## config.mk

```make
export PLATFORM = sky130hd
export DESIGN_NAME = morse_character_keyer_core
export DESIGN_NICKNAME = d
export VERILOG_FILES = /design/src/sv/mck_pkg.sv /design/src/sv/mck_ram.sv /design/src/sv/mck_lookup.sv /design/src/sv/morse_character_keyer_core.sv
export SDC_FILE = /design/constraint.sdc
export NUM_CORES = 1
export LEC_CHECK = 0
export BUFFER_PORTS_ARGS = -buffer_cell sky130_fd_sc_hd__buf_4
export CORE_MARGIN = 2
export CORE_UTILIZATION = 60
export DETAILED_ROUTE_END_ITERATION = 16
export PLACE_DENSITY = 0.78
export SYNTH_ARGS = -nofsm -noshare
export SYNTH_HDL_FRONTEND = slang
export SYNTH_HIERARCHICAL = 1
export SYNTH_SLANG_ARGS = --single-unit
```

## constraint.sdc

```tcl
create_clock -name clk -period 15.3 [get_ports clk]
set_input_delay 3.825 -clock clk [delete_from_list [all_inputs] [get_ports clk]]
set_output_delay 3.825 -clock clk [all_outputs]
set_load 0.02 [all_outputs]
```

## src/sv/mck_pkg.sv

```systemverilog
// Shared types, constants and the Morse pattern table for the character keyer.
package mck_pkg;

  localparam logic [7:0] CH_SPACE = 8'h20;
  localparam logic [7:0] CH_LOW_A = 8'h61;
  localparam logic [7:0] CH_LOW_Z = 8'h7a;
  localparam logic [7:0] CASE_OFS = 8'h20;

  localparam logic [2:0] UNITS_ELEM_GAP = 3'd1;
  localparam logic [2:0] UNITS_DIT      = 3'd1;
  localparam logic [2:0] UNITS_DAH      = 3'd3;
  localparam logic [2:0] UNITS_CHAR_GAP = 3'd3;
  localparam logic [2:0] UNITS_WORD_GAP = 3'd4;

  localparam int unsigned MAX_ELEMS = 7;

  // pat holds the elements first-to-last from the MSB down, 1 = dah
  typedef struct packed {
    logic       hit;
    logic       space;
    logic [2:0] len;
    logic [6:0] pat;
  } lookup_t;

  function automatic lookup_t mk(input logic [2:0] n, input logic [6:0] b);
    lookup_t r;
    r.hit   = 1'b1;
    r.space = 1'b0;
    r.len   = n;
    r.pat   = b << (3'd7 - n);
    return r;
  endfunction

  function automatic lookup_t morse_lookup(input logic [7:0] code);
    logic [7:0] c;
    lookup_t    r;
    c = code;
    if (c >= CH_LOW_A && c <= CH_LOW_Z) begin
      c = c - CASE_OFS;
    end
    r = '0;
    case (c)
      "A": r = mk(3'd2, 7'b01);
      "B": r = mk(3'd4, 7'b1000);
      "C": r = mk(3'd4, 7'b1010);
      "D": r = mk(3'd3, 7'b100);
      "E": r = mk(3'd1, 7'b0);
      "F": r = mk(3'd4, 7'b0010);
      "G": r = mk(3'd3, 7'b110);
      "H": r = mk(3'd4, 7'b0000);
      "I": r = mk(3'd2, 7'b00);
      "J": r = mk(3'd4, 7'b0111);
      "K": r = mk(3'd3, 7'b101);
      "L": r = mk(3'd4, 7'b0100);
      "M": r = mk(3'd2, 7'b11);
      "N": r = mk(3'd2, 7'b10);
      "O": r = mk(3'd3, 7'b111);
      "P": r = mk(3'd4, 7'b0110);
      "Q": r = mk(3'd4, 7'b1101);
      "R": r = mk(3'd3, 7'b010);
      "S": r = mk(3'd3, 7'b000);
      "T": r = mk(3'd1, 7'b1);
      "U": r = mk(3'd3, 7'b001);
      "V": r = mk(3'd4, 7'b0001);
      "W": r = mk(3'd3, 7'b011);
      "X": r = mk(3'd4, 7'b1001);
      "Y": r = mk(3'd4, 7'b1011);
      "Z": r = mk(3'd4, 7'b1100);
      "0": r = mk(3'd5, 7'b11111);
      "1": r = mk(3'd5, 7'b01111);
      "2": r = mk(3'd5, 7'b00111);
      "3": r = mk(3'd5, 7'b00011);
      "4": r = mk(3'd5, 7'b00001);
      "5": r = mk(3'd5, 7'b00000);
      "6": r = mk(3'd5, 7'b10000);
      "7": r = mk(3'd5, 7'b11000);
      "8": r = mk(3'd5, 7'b11100);
      "9": r = mk(3'd5, 7'b11110);
      ".": r = mk(3'd6, 7'b010101);
      ",": r = mk(3'd6, 7'b110011);
      "?": r = mk(3'd6, 7'b001100);
      "'": r = mk(3'd6, 7'b011110);
      "!": r = mk(3'd6, 7'b101011);
      "/": r = mk(3'd5, 7'b10010);
      "(": r = mk(3'd5, 7'b10110);
      ")": r = mk(3'd6, 7'b101101);
      "&": r = mk(3'd5, 7'b01000);
      ":": r = mk(3'd6, 7'b111000);
      ";": r = mk(3'd6, 7'b101010);
      "=": r = mk(3'd5, 7'b10001);
      "+": r = mk(3'd5, 7'b01010);
      "-": r = mk(3'd6, 7'b100001);
      "_": r = mk(3'd6, 7'b001101);
      "\"": r = mk(3'd6, 7'b010010);
      "$": r = mk(3'd7, 7'b0001001);
      "@": r = mk(3'd6, 7'b011010);
      "<": r = mk(3'd5, 7'b10001);
      ">": r = mk(3'd6, 7'b000101);
      default: r = '0;
    endcase
    r.space = (c == CH_SPACE);
    return r;
  endfunction

endpackage

```

## src/sv/mck_ram.sv

```systemverilog
// Generic single-port-write, single-port-read RAM with registered read data.
module mck_ram #(
  parameter int WIDTH = 8,
  parameter int DEPTH = 16
) (
  input  logic                                       clk,
  input  logic                                       wr_en,
  input  logic [((DEPTH > 1) ? $clog2(DEPTH) : 1)-1:0] wr_addr,
  input  logic [WIDTH-1:0]                           wr_data,
  input  logic                                       rd_en,
  input  logic [((DEPTH > 1) ? $clog2(DEPTH) : 1)-1:0] rd_addr,
  output logic [WIDTH-1:0]                           rd_data
);

  logic [WIDTH-1:0] mem [DEPTH];
  logic [WIDTH-1:0] rd_data_r;

  always_ff @(posedge clk) begin
    if (wr_en) begin
      mem[wr_addr] <= wr_data;
    end
    if (rd_en) begin
      rd_data_r <= mem[rd_addr];
    end
  end

  assign rd_data = rd_data_r;

endmodule

```

## src/sv/mck_lookup.sv

```systemverilog
// Character fold and Morse pattern lookup, registered on request accept.
module mck_lookup import mck_pkg::*; (
  input  logic       clk,
  input  logic       en,
  input  logic [7:0] char_code,
  output lookup_t    lk
);

  lookup_t lk_r;

  always_ff @(posedge clk) begin
    if (en) begin
      lk_r <= morse_lookup(char_code);
    end
  end

  assign lk = lk_r;

endmodule

```

## src/sv/morse_character_keyer_core.sv

```systemverilog
// An accepted request goes to load, then emit registers its events on the output.
// Throughput: one event per cycle while the output is not stalled; a character
// takes a read of the state RAM, event sequencing and write-back before the next.
// Unknown characters, and a space before any character, skip emit and send nothing.
// Reset (rst_n, synchronous): time and first-character flag read as zero, dit_ticks = 1.
// The state RAM itself is not cleared; a valid flop masks it until the first write-back.
module morse_character_keyer_core import mck_pkg::*; #(
  parameter int TIME_BITS = 40
) (
  input  logic        clk,
  input  logic        rst_n,
  input  logic        cfg_wr_en,
  input  logic [15:0] cfg_wr_data,
  input  logic        in_valid,
  output logic        in_ready,
  input  logic [7:0]  in_char_code,
  input  logic        in_start_text,
  output logic        out_valid,
  input  logic        out_ready,
  output logic        out_key_down,
  output logic [2:0]  out_duration_units,
  output logic [17:0] out_duration_ticks,
  output logic [39:0] out_start_tick,
  output logic        out_last
);

  localparam int ST_W = TIME_BITS + 1;

  localparam logic [1:0] S_IDLE  = 2'd0;
  localparam logic [1:0] S_LOAD  = 2'd1;
  localparam logic [1:0] S_EMIT  = 2'd2;
  localparam logic [1:0] S_WRITE = 2'd3;

  logic [1:0]           state_r, state_nxt;
  logic [15:0]          dit_r;
  logic                 start_r;
  logic                 st_valid_r, st_valid_nxt;
  logic [TIME_BITS-1:0] time_r, time_nxt;
  logic                 seen_r, seen_nxt;
  logic                 space_r, space_nxt;
  logic                 pre_r, pre_nxt;
  logic                 gap_r, gap_nxt;
  logic [2:0]           k_r, k_nxt;

  logic                 ov_r, ov_nxt;
  logic                 okey_r, okey_nxt;
  logic [2:0]           ounits_r, ounits_nxt;
  logic [17:0]          oticks_r, oticks_nxt;
  logic [39:0]          ostart_r, ostart_nxt;
  logic                 olast_r, olast_nxt;

  lookup_t              lk;
  logic                 accept;
  logic                 ram_we;
  logic [ST_W-1:0]      ram_rd;
  logic                 rd_seen;
  logic [TIME_BITS-1:0] rd_time;

  logic                 ev_key;
  logic [2:0]           ev_units;
  logic                 ev_last;
  logic [17:0]          ev_ticks;
  logic [63:0]          time_64;
  logic                 slot_free;

  assign accept = in_valid && in_ready;
  assign in_ready = (state_r == S_IDLE);
  assign ram_we = (state_r == S_WRITE);
  assign rd_seen = ram_rd[ST_W-1];
  assign rd_time = ram_rd[TIME_BITS-1:0];

  mck_ram #(
    .WIDTH(ST_W),
    .DEPTH(1)
  ) u_state_ram (
    .clk    (clk),
    .wr_en  (ram_we),
    .wr_addr(1'b0),
    .wr_data({seen_r, time_r}),
    .rd_en  (accept),
    .rd_addr(1'b0),
    .rd_data(ram_rd)
  );

  mck_lookup u_lookup (
    .clk      (clk),
    .en       (accept),
    .char_code(in_char_code),
    .lk       (lk)
  );

  // current event from the sequencing flags
  always_comb begin
    ev_key   = 1'b0;
    ev_units = UNITS_ELEM_GAP;
    ev_last  = 1'b0;
    if (space_r) begin
      ev_units = UNITS_WORD_GAP;
      ev_last  = 1'b1;
    end else if (pre_r) begin
      ev_units = UNITS_CHAR_GAP;
    end else if (gap_r) begin
      ev_units = UNITS_ELEM_GAP;
    end else begin
      ev_key   = 1'b1;
      ev_units = lk.pat[3'd6 - k_r] ? UNITS_DAH : UNITS_DIT;
      ev_last  = (k_r == lk.len - 3'd1);
    end
  end

  assign ev_ticks  = 18'({15'd0, ev_units} * {2'd0, dit_r});
  assign time_64   = 64'(time_r);
  assign slot_free = !ov_r || out_ready;

  always_comb begin
    state_nxt    = state_r;
    st_valid_nxt = st_valid_r;
    time_nxt     = time_r;
    seen_nxt     = seen_r;
    space_nxt    = space_r;
    pre_nxt      = pre_r;
    gap_nxt      = gap_r;
    k_nxt        = k_r;
    ov_nxt       = ov_r && !out_ready;
    okey_nxt     = okey_r;
    ounits_nxt   = ounits_r;
    oticks_nxt   = oticks_r;
    ostart_nxt   = ostart_r;
    olast_nxt    = olast_r;
    case (state_r)
      S_IDLE: begin
        if (accept) begin
          state_nxt = S_LOAD;
        end
      end
      S_LOAD: begin
        if (start_r || !st_valid_r) begin
          seen_nxt = 1'b0;
          time_nxt = '0;
        end else begin
          seen_nxt = rd_seen;
          time_nxt = rd_time;
        end
        space_nxt = 1'b0;
        pre_nxt   = 1'b0;
        gap_nxt   = 1'b0;
        k_nxt     = 3'd0;
        state_nxt = S_WRITE;
        if (lk.space) begin
          if (seen_nxt) begin
            space_nxt = 1'b1;
            state_nxt = S_EMIT;
          end
        end else if (lk.hit) begin
          pre_nxt   = seen_nxt;
          seen_nxt  = 1'b1;
          state_nxt = S_EMIT;
        end
      end
      S_EMIT: begin
        if (slot_free) begin
          ov_nxt     = 1'b1;
          okey_nxt   = ev_key;
          ounits_nxt = ev_units;
          oticks_nxt = ev_ticks;
          ostart_nxt = time_64[39:0];
          olast_nxt  = ev_last;
          time_nxt   = time_r + TIME_BITS'(ev_ticks);
          if (space_r) begin
            space_nxt = 1'b0;
          end else if (pre_r) begin
            pre_nxt = 1'b0;
          end else if (gap_r) begin
            gap_nxt = 1'b0;
          end else if (!ev_last) begin
            k_nxt   = k_r + 3'd1;
            gap_nxt = 1'b1;
          end
          if (ev_last) begin
            state_nxt = S_WRITE;
          end
        end
      end
      S_WRITE: begin
        st_valid_nxt = 1'b1;
        state_nxt    = S_IDLE;
      end
      default: begin
        state_nxt = S_IDLE;
      end
    endcase
  end

  always_ff @(posedge clk) begin
    if (!rst_n) begin
      state_r    <= S_IDLE;
      st_valid_r <= 1'b0;
      ov_r       <= 1'b0;
      dit_r      <= 16'd1;
    end else begin
      state_r    <= state_nxt;
      st_valid_r <= st_valid_nxt;
      ov_r       <= ov_nxt;
      if (cfg_wr_en) begin
        dit_r <= cfg_wr_data;
      end
    end
  end

  always_ff @(posedge clk) begin
    if (accept) begin
      start_r <= in_start_text;
    end
    time_r   <= time_nxt;
    seen_r   <= seen_nxt;
    space_r  <= space_nxt;
    pre_r    <= pre_nxt;
    gap_r    <= gap_nxt;
    k_r      <= k_nxt;
    okey_r   <= okey_nxt;
    ounits_r <= ounits_nxt;
    oticks_r <= oticks_nxt;
    ostart_r <= ostart_nxt;
    olast_r  <= olast_nxt;
  end

  assign out_valid          = ov_r;
  assign out_key_down       = okey_r;
  assign out_duration_units = ounits_r;
  assign out_duration_ticks = oticks_r;
  assign out_start_tick     = ostart_r;
  assign out_last           = olast_r;

endmodule
```

# After elaboration in Yosys (flattened, before gate mapping)
# Memory sizes are Yosys's and may differ from the RTL's. A register that Yosys moved wholly into a read port is not among the register bits.
# Index checks and enable logic that the tools add are counted.
dict set report totals {
  regBits 132
  ramBits 41
  mem_bits_ro 1408
  out_inout_bits 65
  word_cells 108
  memories 2
}
# memory words width rd rd_clocked_by_memory_dff wr line
set mem_list {}
lappend mem_list {{(no name shown)} 128 11 1 1 0 mck_pkg.sv:42} ;# case (c)
lappend mem_list {u_state_ram.mem 1 41 1 1 1 mck_ram.sv:15} ;# logic [WIDTH-1:0] mem [DEPTH];
dict set report classes {
  addsub 5
  n_mul 1
  n_lt_le_gt_ge 3
  eq_ne 12
  mux 51
  reduce_logical 17
}
# operator n
set ops {}
lappend ops {{$mux W40} 2}
lappend ops {{$pmux W40 S2} 1}
lappend ops {{$add A40 B18 Y40} 1}
lappend ops {{$mux W1} 27}
lappend ops {{$mul A3 B16 Y18} 1}
lappend ops {{$mux W3} 6}
lappend ops {{$mux W8} 2}
lappend ops {{$mux W2} 7}
lappend ops {{$ne A2 B2 Y1 const B} 6}
lappend ops {{$eq A8 B6 Y1 const B} 1}
lappend ops {{$ge A8 B7 Y1 const B} 1}
lappend ops {{$le A8 B7 Y1 const B} 1}
lappend ops {{$pmux W2 S4} 1}
lappend ops {{$sub A8 B6 Y8 const B} 1}
lappend ops {{$pmux W1 S2} 3}
lappend ops {{$pmux W3 S2} 1}
lappend ops {{$reduce_and A3 Y1} 2}
lappend ops {{$reduce_and A6 Y1} 1}
lappend ops {{$eq A2 B2 Y1 const B} 2}
lappend ops {{$lt A3 B4 Y1 const B} 1}
lappend ops {{$reduce_and A2 Y1} 2}
lappend ops {{$reduce_and A4 Y1} 1}
lappend ops {{$add A3 B1 Y3 const B} 1}
lappend ops {{$bmux W1 S3} 1}
lappend ops {{11 further kinds} 16}

# Depth between registers and ports, before layout
# Gate-level depths: netlist of the first run.
dict set report logic_depth {
  ltp_word 11
  ltp_mapped 26
  ltp_nobuf 24
}

# By module
# The synthesis of the first run kept the hierarchy.
# mod n_inst cells_each area_per_inst_um2 seq_area_each_um2
set by_module_without_submodules {}
lappend by_module_without_submodules {morse_character_keyer_core 1 726 7790.0 3733.6}
lappend by_module_without_submodules {mck_ram 1 82 2462.4 2462.4}
lappend by_module_without_submodules {mck_lookup 1 178 1385.1 360.3}

# Least setup slack after synthesis of the first run
# Ideal clock, no wire load.
dict set report synth_path {
  path_kind {reg-to-reg}
  startpoint {register k_r[0]}
  endpoint {register time_r[35] (data pin)}
  setup_time_ns 0.265
  t_arrival_ns 5.530
  required_ns 15.035
  slack_ns 9.504
  path_stages_with_launch 26
  path_buffers 1
  cell_sequence {edfxtp_1 > ha_1 > mux2i_1 > o21ai_0 > mux2i_1 > nor2_1 > o21a_1 > clkbuf_1 > nand2_1 > fa_1 > inv_1 > ha_1 > fa_1 > a21oi_1 > o21ai_0 > a21oi_1 > o211ai_1 > a2111o_1 > o311ai_0 > ha_1 > nand3_1 > o211ai_1 > a211oi_2 > a211oi_1 > and4b_1 > or3_1}
}
dict set report synth_between {
  elab_chain_cells 11
}
# item line
set synth_rtl {}
lappend synth_rtl {{from (decl)} morse_character_keyer_core.sv:43} ;# logic [2:0] k_r, k_nxt;
lappend synth_rtl {{from (signal assigned)} morse_character_keyer_core.sv:219} ;# k_r <= k_nxt;
lappend synth_rtl {{$sub A3 B3 Y3} morse_character_keyer_core.sv:106} ;# ev_units = lk.pat[3'd6 - k_r] ? UNITS_DAH : UNITS_DIT;
lappend synth_rtl {{$bmux W1 S3} morse_character_keyer_core.sv:106}
lappend synth_rtl {{$mux W1 (not written as such)} morse_character_keyer_core.sv:106}
lappend synth_rtl {{$mux W2} morse_character_keyer_core.sv:106}
lappend synth_rtl {{$mux W2} morse_character_keyer_core.sv:102} ;# end else if (gap_r) begin
lappend synth_rtl {{$mux W2} morse_character_keyer_core.sv:100} ;# end else if (pre_r) begin
lappend synth_rtl {{$mux W3} morse_character_keyer_core.sv:97} ;# if (space_r) begin
lappend synth_rtl {{named net ev_units[1]} morse_character_keyer_core.sv:60} ;# logic [2:0] ev_units;
lappend synth_rtl {{$mul A3 B16 Y18} morse_character_keyer_core.sv:111} ;# assign ev_ticks = 18'({15'd0, ev_units} * {2'd0, dit_r});
lappend synth_rtl {{named net ev_ticks[16]} morse_character_keyer_core.sv:62} ;# logic [17:0] ev_ticks;
lappend synth_rtl {{$add A40 B18 Y40} morse_character_keyer_core.sv:168} ;# time_nxt = time_r + TIME_BITS'(ev_ticks);
lappend synth_rtl {{$mux W40} morse_character_keyer_core.sv:161} ;# if (slot_free) begin
lappend synth_rtl {{$pmux W40 S2} morse_character_keyer_core.sv:130} ;# case (state_r)
lappend synth_rtl {{named net time_nxt[35]} morse_character_keyer_core.sv:38} ;# logic [TIME_BITS-1:0] time_r, time_nxt;
lappend synth_rtl {{to (signal assigned)} morse_character_keyer_core.sv:214} ;# time_r <= time_nxt;
lappend synth_rtl {{to (decl)} morse_character_keyer_core.sv:38}
# The timed path passes the listed nets, and every way through them passes these cells. The select of a mux whose other input is x is not followed.
# A chain may end at the register's enable or synchronous reset.

# Worst setup path in the final report of the first run
dict set report layout_path {
  startpoint {register k_r[0]}
  endpoint {register time_r[18] (data pin)}
}
dict set report layout_between {
  elab_chain_cells 11
}
# item line
set layout_rtl {}
lappend layout_rtl {{$sub A3 B3 Y3} morse_character_keyer_core.sv:106}
lappend layout_rtl {{$bmux W1 S3} morse_character_keyer_core.sv:106}
lappend layout_rtl {{$mux W1 (not written as such)} morse_character_keyer_core.sv:106}
lappend layout_rtl {{$mux W2} morse_character_keyer_core.sv:106}
lappend layout_rtl {{$mux W2} morse_character_keyer_core.sv:102}
lappend layout_rtl {{$mux W2} morse_character_keyer_core.sv:100}
lappend layout_rtl {{$mux W3} morse_character_keyer_core.sv:97}
lappend layout_rtl {{$mul A3 B16 Y18} morse_character_keyer_core.sv:111}
lappend layout_rtl {{named net ev_ticks[16]} morse_character_keyer_core.sv:62}
lappend layout_rtl {{$add A40 B18 Y40} morse_character_keyer_core.sv:168}
lappend layout_rtl {{$mux W40} morse_character_keyer_core.sv:161}
lappend layout_rtl {{$pmux W40 S2} morse_character_keyer_core.sv:130}
lappend layout_rtl {{named net time_nxt[18]} morse_character_keyer_core.sv:38}
# The timed path passes the listed nets, and every way through them passes these cells. The select of a mux whose other input is x is not followed.

==> results.toml, run 1 <==
[clock_tree]
cts_root_buffer = "clkbuf_16"
clock_latency_ns = 0.51
cts_hold_buf = 0
clock-sinks = 225
htree_num_levels = 1
cts_buffer_depth = 3
cts_buffers = 24
cts_setup_buffers = 0
tritoncts = "yes"
clkSlewWorstSetupHoldPaths_ns = 0.06
post_cts_resized = 0

[cells_and_area]
layout-drive-gt1-share = 0.150
syn_to_final_growth_pct = 14.5
multiInputGateArea_um2 = 4690
finalInstanceArea_um2 = 13300
final.fill_count = 1390
nets = 1174
seqCellArea_um2 = 6560
final_cell_mix = "edfxtp_1, nand2_1, buf_4"
final_common_cell = "edfxtp_1"
n_antenna_cell = 0

[sta]
rsz0062_at_grt = "no"
fin_skew_ns = 0.0147
fmax_mhz = 146
final.setup.tns_ns = 0
hold_violations = 0
slew-limit-headroom = 0.235
setup_viol_count_final = 0
tightest_slew_ns = 1.14
period_share = 0.447
final_max_slew_viol_count = 0
fin_crit_ns = 6.84

[die]
chipWidth_um = 143
coreArea_um2 = 18900
die_area_um2 = 20500
die_h_um = 143
rows = 50
ios = 95
floorplan.initialDensity = 0.616

[drt]
vias = 8110
drtIter0Drc = 846
firstDrtPassIters = 5
wl_um = 25000
drc_errors = 0
wire_per_inst_um = 18.4
antenna_left = 0
routed_via_density = 5.99

[power]
max-vdd-ir-drop_mv = 0.139
leakage_nw = 5.03
power_density_nw_per_um2 = 191

[place]
dp_hpwl_um = 16700
placed_cell_area_um2 = 12600
routabilityCongestion = 0.922
numPortBuffers = 94

[global_route]
grt_overflow_total = 0
grt_use_total = 0.243
first_global_vias = 7589
grt_max_degree = 64
grt_pass1_wl_um = 39200
antenna_found_initial = 0

[setup_path]
end_kind = "register"
arrival_ns = 7.10
cp.required_ns = 15.56
crit_path_start_kind = "register"
crit_type = "reg2reg"
cp_max_fo = 17

[flow_run]
drv_cap = 0

[hold_path]
hp-class = "reg2reg"

[synthesis]
syn-num-nets = 1082
synth_warnings = 6
syn_area_um2 = 11600
synth_cells = 985
synth.avg_cell_area_um2 = 11.8

[outcome]
status = "completed"
==> final timing paths <==
kind | startpoint | to | slack [ns] | cells past startpoint
max | k_r[0] | time_r[18] | 8.46 | 24
min | u_state_ram/mem[0][11] | u_state_ram/rd_data[11] | 0.42 | 0
min reg2reg | u_state_ram/mem[0][11] | u_state_ram/rd_data[11] | 0.42 | 0
max reg2reg | k_r[0] | time_r[18] | 8.46 | 24
==> metal layers <==
layer	track usage	vias to the layer above	wire length, um
met5	0	-	0
met4	0.0722	0	602
met3	0.0238	42	1780
met2	0.380	347	11400
met1	0.366	3867	11200
li1	-	3854	-
==> stage by stage <==
| step | hold WS, ns | power [mW] | utilization | setup WS (ns) | cells |
|---|---|---|---|---|---|
| after detailed placement | 0.405 | 1.98 | 0.665 | 8.55 | 1311 |
| after global routing | 0.423 | 2.68 | 0.705 | 7.91 | 1354 |
| after CTS | 0.418 | 2.55 | 0.705 | 8.47 | 1354 |
| final | 0.417 | 2.54 | 0.705 | 8.46 | 1354 |
| after floorplan | 0.400 | 1.69 | - | 9.50 | 985 |
| after global placement | 0.401 | 1.96 | 0.665 | 8.81 | 1311 |
==> report_power, final <==
group          internal [mW]  switching (mW)  leakage, nW
clock network          0.331           0.228        0.367
registers              0.948           0.136         2.09
logic                  0.314           0.584         2.57
total                   1.59           0.947         5.03
==> area by class of cell <==
cell class                 instances  area share
multi-input combinational        665       0.352
clock buffer                      30      0.0484
inverter                          60      0.0169
timing repair buffer             101      0.0569
tap                              260      0.0244
clock inverter                    13     0.00864
sequential                       225       0.492
==> state kept, by name, summed over array words and instances, names as in the netlist, 2 cells and up <==
name                 cells
out_duration_units       3
out_duration_ticks      18
u_lookup/lk             12
time_r                  40
k_r                      3
u_state_ram/rd_data     41
state_r                  2
dit_r                   16
out_start_tick          40
u_state_ram/mem         41
==> critical path, stage by stage (launching register included) <==
cell and delay [ns]:
edfxtp_1 0.48, ha_1 0.40, mux2i_1 0.14, o21ai_0 0.18
mux2i_1 0.10, nor2_1 0.11, o21a_1 0.47, nand2_1 0.15
fa_1 0.52, inv_1 0.04, ha_1 0.23, fa_1 0.42
a21oi_1 0.22, o21ai_0 0.12, a21oi_1 0.33, o211ai_1 0.18
a2111o_1 0.38, o311ai_0 0.15, ha_1 0.39, nand2_1 0.11
nor2_1 0.05, nor4b_1 0.25, nand3_1 0.51, and4_1 0.41
a211o_1 0.24
Power figures use the tool's default switching activity.
==> run 2: changes to the inputs <==
--- a/config.mk
+++ b/config.mk
@@ -7,9 +7,9 @@
 export LEC_CHECK = 0
 export BUFFER_PORTS_ARGS = -buffer_cell sky130_fd_sc_hd__buf_4
 export CORE_MARGIN = 2
-export CORE_UTILIZATION = 60
+export CORE_UTILIZATION = 55
 export DETAILED_ROUTE_END_ITERATION = 16
-export PLACE_DENSITY = 0.78
+export PLACE_DENSITY = 0.75
 export SYNTH_ARGS = -nofsm -noshare
 export SYNTH_HDL_FRONTEND = slang
 export SYNTH_HIERARCHICAL = 1
==> constraint.sdc (replaced) <==
create_clock -name clk -period 6.25 [get_ports clk]
set_input_delay 1.5625 -clock clk [delete_from_list [all_inputs] [get_ports clk]]
set_output_delay 1.5625 -clock clk [all_outputs]
set_load 0.02 [all_outputs]
==> run 2 against run 1 <==
- register-to-register slack got worse by 8.1 ns
- non-clock buffer count increased by 9
- count of clock-buffer cells in the layout down 2
- critical path type unchanged
- largest cell class unchanged
==> results.toml, run 2 (synthesis results as in run 1) <==
[outcome]
status = "completed"

[power]
max-vdd-ir-drop_mv = 0.432
finalPower_mw = 6.29
power_density_nw_per_um2 = 466
leakage_nw = 5.09

[clock_tree]
clkSlewWorstSetupHoldPaths_ns = 0.06
cts_root_buffer = "clkbuf_16"
tritoncts = "yes"
htree_num_levels = 1
clock_latency_ns = 0.51
cts_buffer_depth = 3
clock-sinks = 225
cts_hold_buf = 0
cts_buffers = 23

[place]
dp_hpwl_um = 16800
placed_cell_area_um2 = 12600
dp_cells = 1334
place_ws_ns = 0.112
numPortBuffers = 94
routabilityCongestion = 0.866

[sta]
whs_ns = 0.412
final.setup.tns_ns = 0
fmax_mhz = 170
tightest_slew_ns = 1.10
period_share = 0.941
final_max_slew_viol_count = 0
rsz0062_at_grt = "no"
setup_ws_ns = 0.368
slew-limit-headroom = 0.261
setup_viol_count_final = 0
hold_violations = 0
fin_skew_ns = 0.0143
fin_crit_ns = 5.88

[cells_and_area]
syn_to_final_growth_pct = 15.8
finalInstanceArea_um2 = 13500
fin_util = 0.645
final_cell_mix = "edfxtp_1, nand2_1, buf_4"
layout-drive-gt1-share = 0.166
final_common_cell = "edfxtp_1"
nets = 1182
n_antenna_cell = 0
fin_cells = 1377

[global_route]
grt_use_total = 0.225
grt_overflow_total = 0
antenna_found_initial = 0
grt_pass1_wl_um = 40200
grt_max_degree = 55
first_global_vias = 7807

[setup_path]
crit_path_start_kind = "register"
cpPeakStageDelay_ns = 0.50
slowest_stage = "fa_1"
r2r-start = "k_r[0]"
path_cells = "ha_1 > mux2i_1 > o21ai_0 > mux2i_1 > nor2_1 > o21a_2 > buf_4 > nand2_1 > fa_1 > inv_1 > ha_1 > o211ai_1 > o211ai_1 > a21oi_1 > o41ai_1 > a21oi_1 > xnor2_2 > ha_1 > a21oi_2 > o211ai_1 > a211oi_2 > a211oi_2 > and4b_1 > or3_1"
crit_type = "reg2reg"
rrSetupSlack_ns = 0.37
end_kind = "register"
cp_max_fo = 7
ff2ff_path_depth = 24
reg2reg_to = "time_r[35]"
cp.required_ns = 6.51
arrival_ns = 6.14

[drt]
drc_errors = 0
routed_via_density = 5.88
antenna_left = 0
wire_per_inst_um = 18.2
firstDrtPassIters = 5
vias = 8094
drtIter0Drc = 601
wl_um = 25000

[die]
die_area_um2 = 22300
coreArea_um2 = 20900
chipWidth_um = 149
ios = 95
rows = 53
floorplan.initialDensity = 0.557
die_h_um = 149

[flow_run]
drv_cap = 0

[hold_path]
hold_path_depth = 0
min_from = "seen_r"
hp-class = "reg2reg"
hold_path_end = "u_state_ram/mem[0][40]"
==> run 2: final cells by class <==
type                    instances  area (um2)
clock inverters                14         156
clock buffers                  28         594
inverters                      60         225
well taps                     275         344
fillers                      1642        7410
repair buffers                110         842
multi-input cells             665        4760
flip-flops and latches        225        6560
==> run 2: worst max-delay path: cells and delay by family (launching register included) <==
family          cells  cell delay (ns)
compound gates     11             2.28
fa+ha+maj           4             1.58
simple gates        4             0.70
flops               1             0.40
mux                 2             0.23
buf+inv             2             0.21
xor+xnor            1             0.19
==> run 2: how the worst max path moves through the flow <==
stage,from,end,slack [ns]
2_1_floorplan,k_r[0],time_r[35],0.45
3_3_place_gp,k_r[1],time_r[35],0.34
4_1_cts,k_r[0],time_r[35],0.03
5_1_grt,k_r[0],time_r[35],0.02
3_5_place_dp,k_r[0],time_r[35],0.11
6_report,k_r[0],time_r[35],0.37
==> run 2: layer usage <==
metal  GRT usage  share of wire
met3      0.0338          0.068
met4      0.0648          0.022
met1       0.330           0.45
met5           0              0
met2       0.352           0.46
==> run 2: repair_timing <==
item / 4_1_cts / 5_1_grt
setup buffers: 0 / 1
gates resized for setup: 0 / 14
endpoints found under the setup margin: 0 / 24
==> run 2: where the power goes <==
group / leakage, nW / total (mW) / internal (mW) / switching [mW]
Combinational: 2.64 / 2.29 / 0.821 / 1.47
Clock: 0.359 / 1.37 / 0.805 / 0.563
Sequential: 2.09 / 2.62 / 2.32 / 0.305
==> run 3: changes to the inputs <==
--- a/config.mk
+++ b/config.mk
@@ -10,6 +10,8 @@
 export CORE_UTILIZATION = 55
 export DETAILED_ROUTE_END_ITERATION = 16
 export PLACE_DENSITY = 0.75
+export RECOVER_POWER = 100
+export SETUP_SLACK_MARGIN = 0.3
 export SYNTH_ARGS = -nofsm -noshare
 export SYNTH_HDL_FRONTEND = slang
 export SYNTH_HIERARCHICAL = 1
==> run 3 against run 2 <==
- the run now ends with capacitance limit, slew limit left
- sequential share of layout area is 0.72 points higher
- sequential power about the same
- global-route usage up 0.16 points
- largest power group unchanged
- routed wire length increased by 0.74%
- combinational power down 2%
==> results.toml, run 3 (synthesis results as in run 1) <==
[power]
max-vdd-ir-drop_mv = 0.419
leakage_nw = 4.83
power_density_nw_per_um2 = 472
finalPower_mw = 6.27

[drt]
vias = 8081
routed_via_density = 5.85
antenna_left = 0
drtIter0Drc = 585
firstDrtPassIters = 7
drc_errors = 0
wire_per_inst_um = 18.2
wl_um = 25200

[sta]
slew-limit-headroom = -1.18
hold_violations = 0
period_share = 0.922
fin_skew_ns = 0.0109
tightest_slew_ns = 3.27
setup_viol_count_final = 0
whs_ns = 0.416
final_max_slew_viol_count = 293
fmax_mhz = 173
fin_crit_ns = 5.77
final.setup.tns_ns = 0
rsz0062_at_grt = "yes"
setup_ws_ns = 0.485

[setup_path]
crit_type = "reg2reg"
cp_max_fo = 13
slowest_stage = "fa_1"
cp_top_family = "adder cells"
cpPeakStageDelay_ns = 0.51
arrival_ns = 6.01
crit_path_start_kind = "register"
end_kind = "register"
worst-path-buf-inv = 3
cp.required_ns = 6.49

[cells_and_area]
nets = 1187
n_antenna_cell = 0
fin_util = 0.636
final_common_cell = "edfxtp_1"
syn_to_final_growth_pct = 14.1
layout-drive-gt1-share = 0.103
final_cell_mix = "edfxtp_1, nand2_1, clkbuf_1"
finalInstanceArea_um2 = 13300
fin_cells = 1382

[place]
dp_hpwl_um = 16800
dp_cells = 1334
numPortBuffers = 94
placed_cell_area_um2 = 12600
routabilityCongestion = 0.866
place_ws_ns = 0.112

[die]
floorplan.initialDensity = 0.557
coreArea_um2 = 20900
ios = 95
die_h_um = 149
die_area_um2 = 22300
chipWidth_um = 149
rows = 53

[flow_run]
drv_cap = 7

[hold_path]
hp-class = "reg2reg"

[global_route]
grt_max_degree = 55
grt_pass1_wl_um = 40500
first_global_vias = 7825
grt_use_total = 0.227
antenna_found_initial = 0
grt_overflow_total = 0

[clock_tree]
cts_buffer_depth = 3
cts_root_buffer = "clkbuf_16"
cts_buffers = 23
htree_num_levels = 1
cts_hold_buf = 0
clock_latency_ns = 0.52
clkSlewWorstSetupHoldPaths_ns = 0.06
clock-sinks = 225
tritoncts = "yes"

[outcome]
violations = "capacitance limit, slew limit"
status = "finished with violations"
==> run 3: path summary, 6_finish.rpt <==
path	slack (ns)	cells after the start	end	from
worst max-delay path	0.48	26	time_r[26]	k_r[0]
worst min-delay path	0.42	0	u_state_ram/rd_data[8]	u_state_ram/mem[0][8]
worst max register to register	0.48	26	time_r[26]	k_r[0]
worst min register to register	0.42	0	u_state_ram/rd_data[8]	u_state_ram/mem[0][8]
==> run 3: area by class of cell <==
type	count	area, um2
fill	1739	7610
clock buffer	28	594
inverter	60	225
clock inverter	14	156
timing repair buffer	115	598
sequential	225	6560
multi-input combinational	665	4800
tap	275	344
==> run 3: metal layers <==
metal | global-route usage | vias to the layer above | part of all wire | routed length (um)
met5 | 0 | - | 0 | 0
met4 | 0.0638 | 0 | 0.022 | 542
met3 | 0.0348 | 53 | 0.061 | 1550
met2 | 0.356 | 257 | 0.46 | 11500
met1 | 0.331 | 3907 | 0.46 | 11600
li1 | - | 3864 | - | -
==> run 3: what timing repair did <==
action	in CTS	in global routing
gates resized for setup	4	27
endpoints found under the setup margin	22	27
buffers inserted	3	3
pin swaps	3	9
endpoints found under the hold margin	0	0
==> run 3: where the power goes <==
group          total [mW]  internal (mW)  switching [mW]
logic                2.25          0.763            1.48
clock network        1.37          0.805           0.568
registers            2.65           2.34           0.309
==> run 3: worst reg2reg max path, stage by stage, from the launching register on <==
cell and delay, ns:
edfxtp_1 0.44, ha_4 0.29, mux2i_1 0.12, o21ai_1 0.13, mux2i_1 0.08, nor2_1 0.09
o21a_2 0.24, nand2_1 0.10, fa_1 0.51, inv_1 0.04, ha_1 0.23, fa_1 0.43
a21oi_2 0.17, o21ai_0 0.10, a21oi_1 0.18, buf_4 0.16, o21ai_0 0.08, a21oi_1 0.20
xnor2_1 0.13, ha_2 0.42, nand2_1 0.12, nor3_4 0.27, nand3_2 0.15, nand3_1 0.20
buf_6 0.19, and2_0 0.28, o211ai_1 0.15
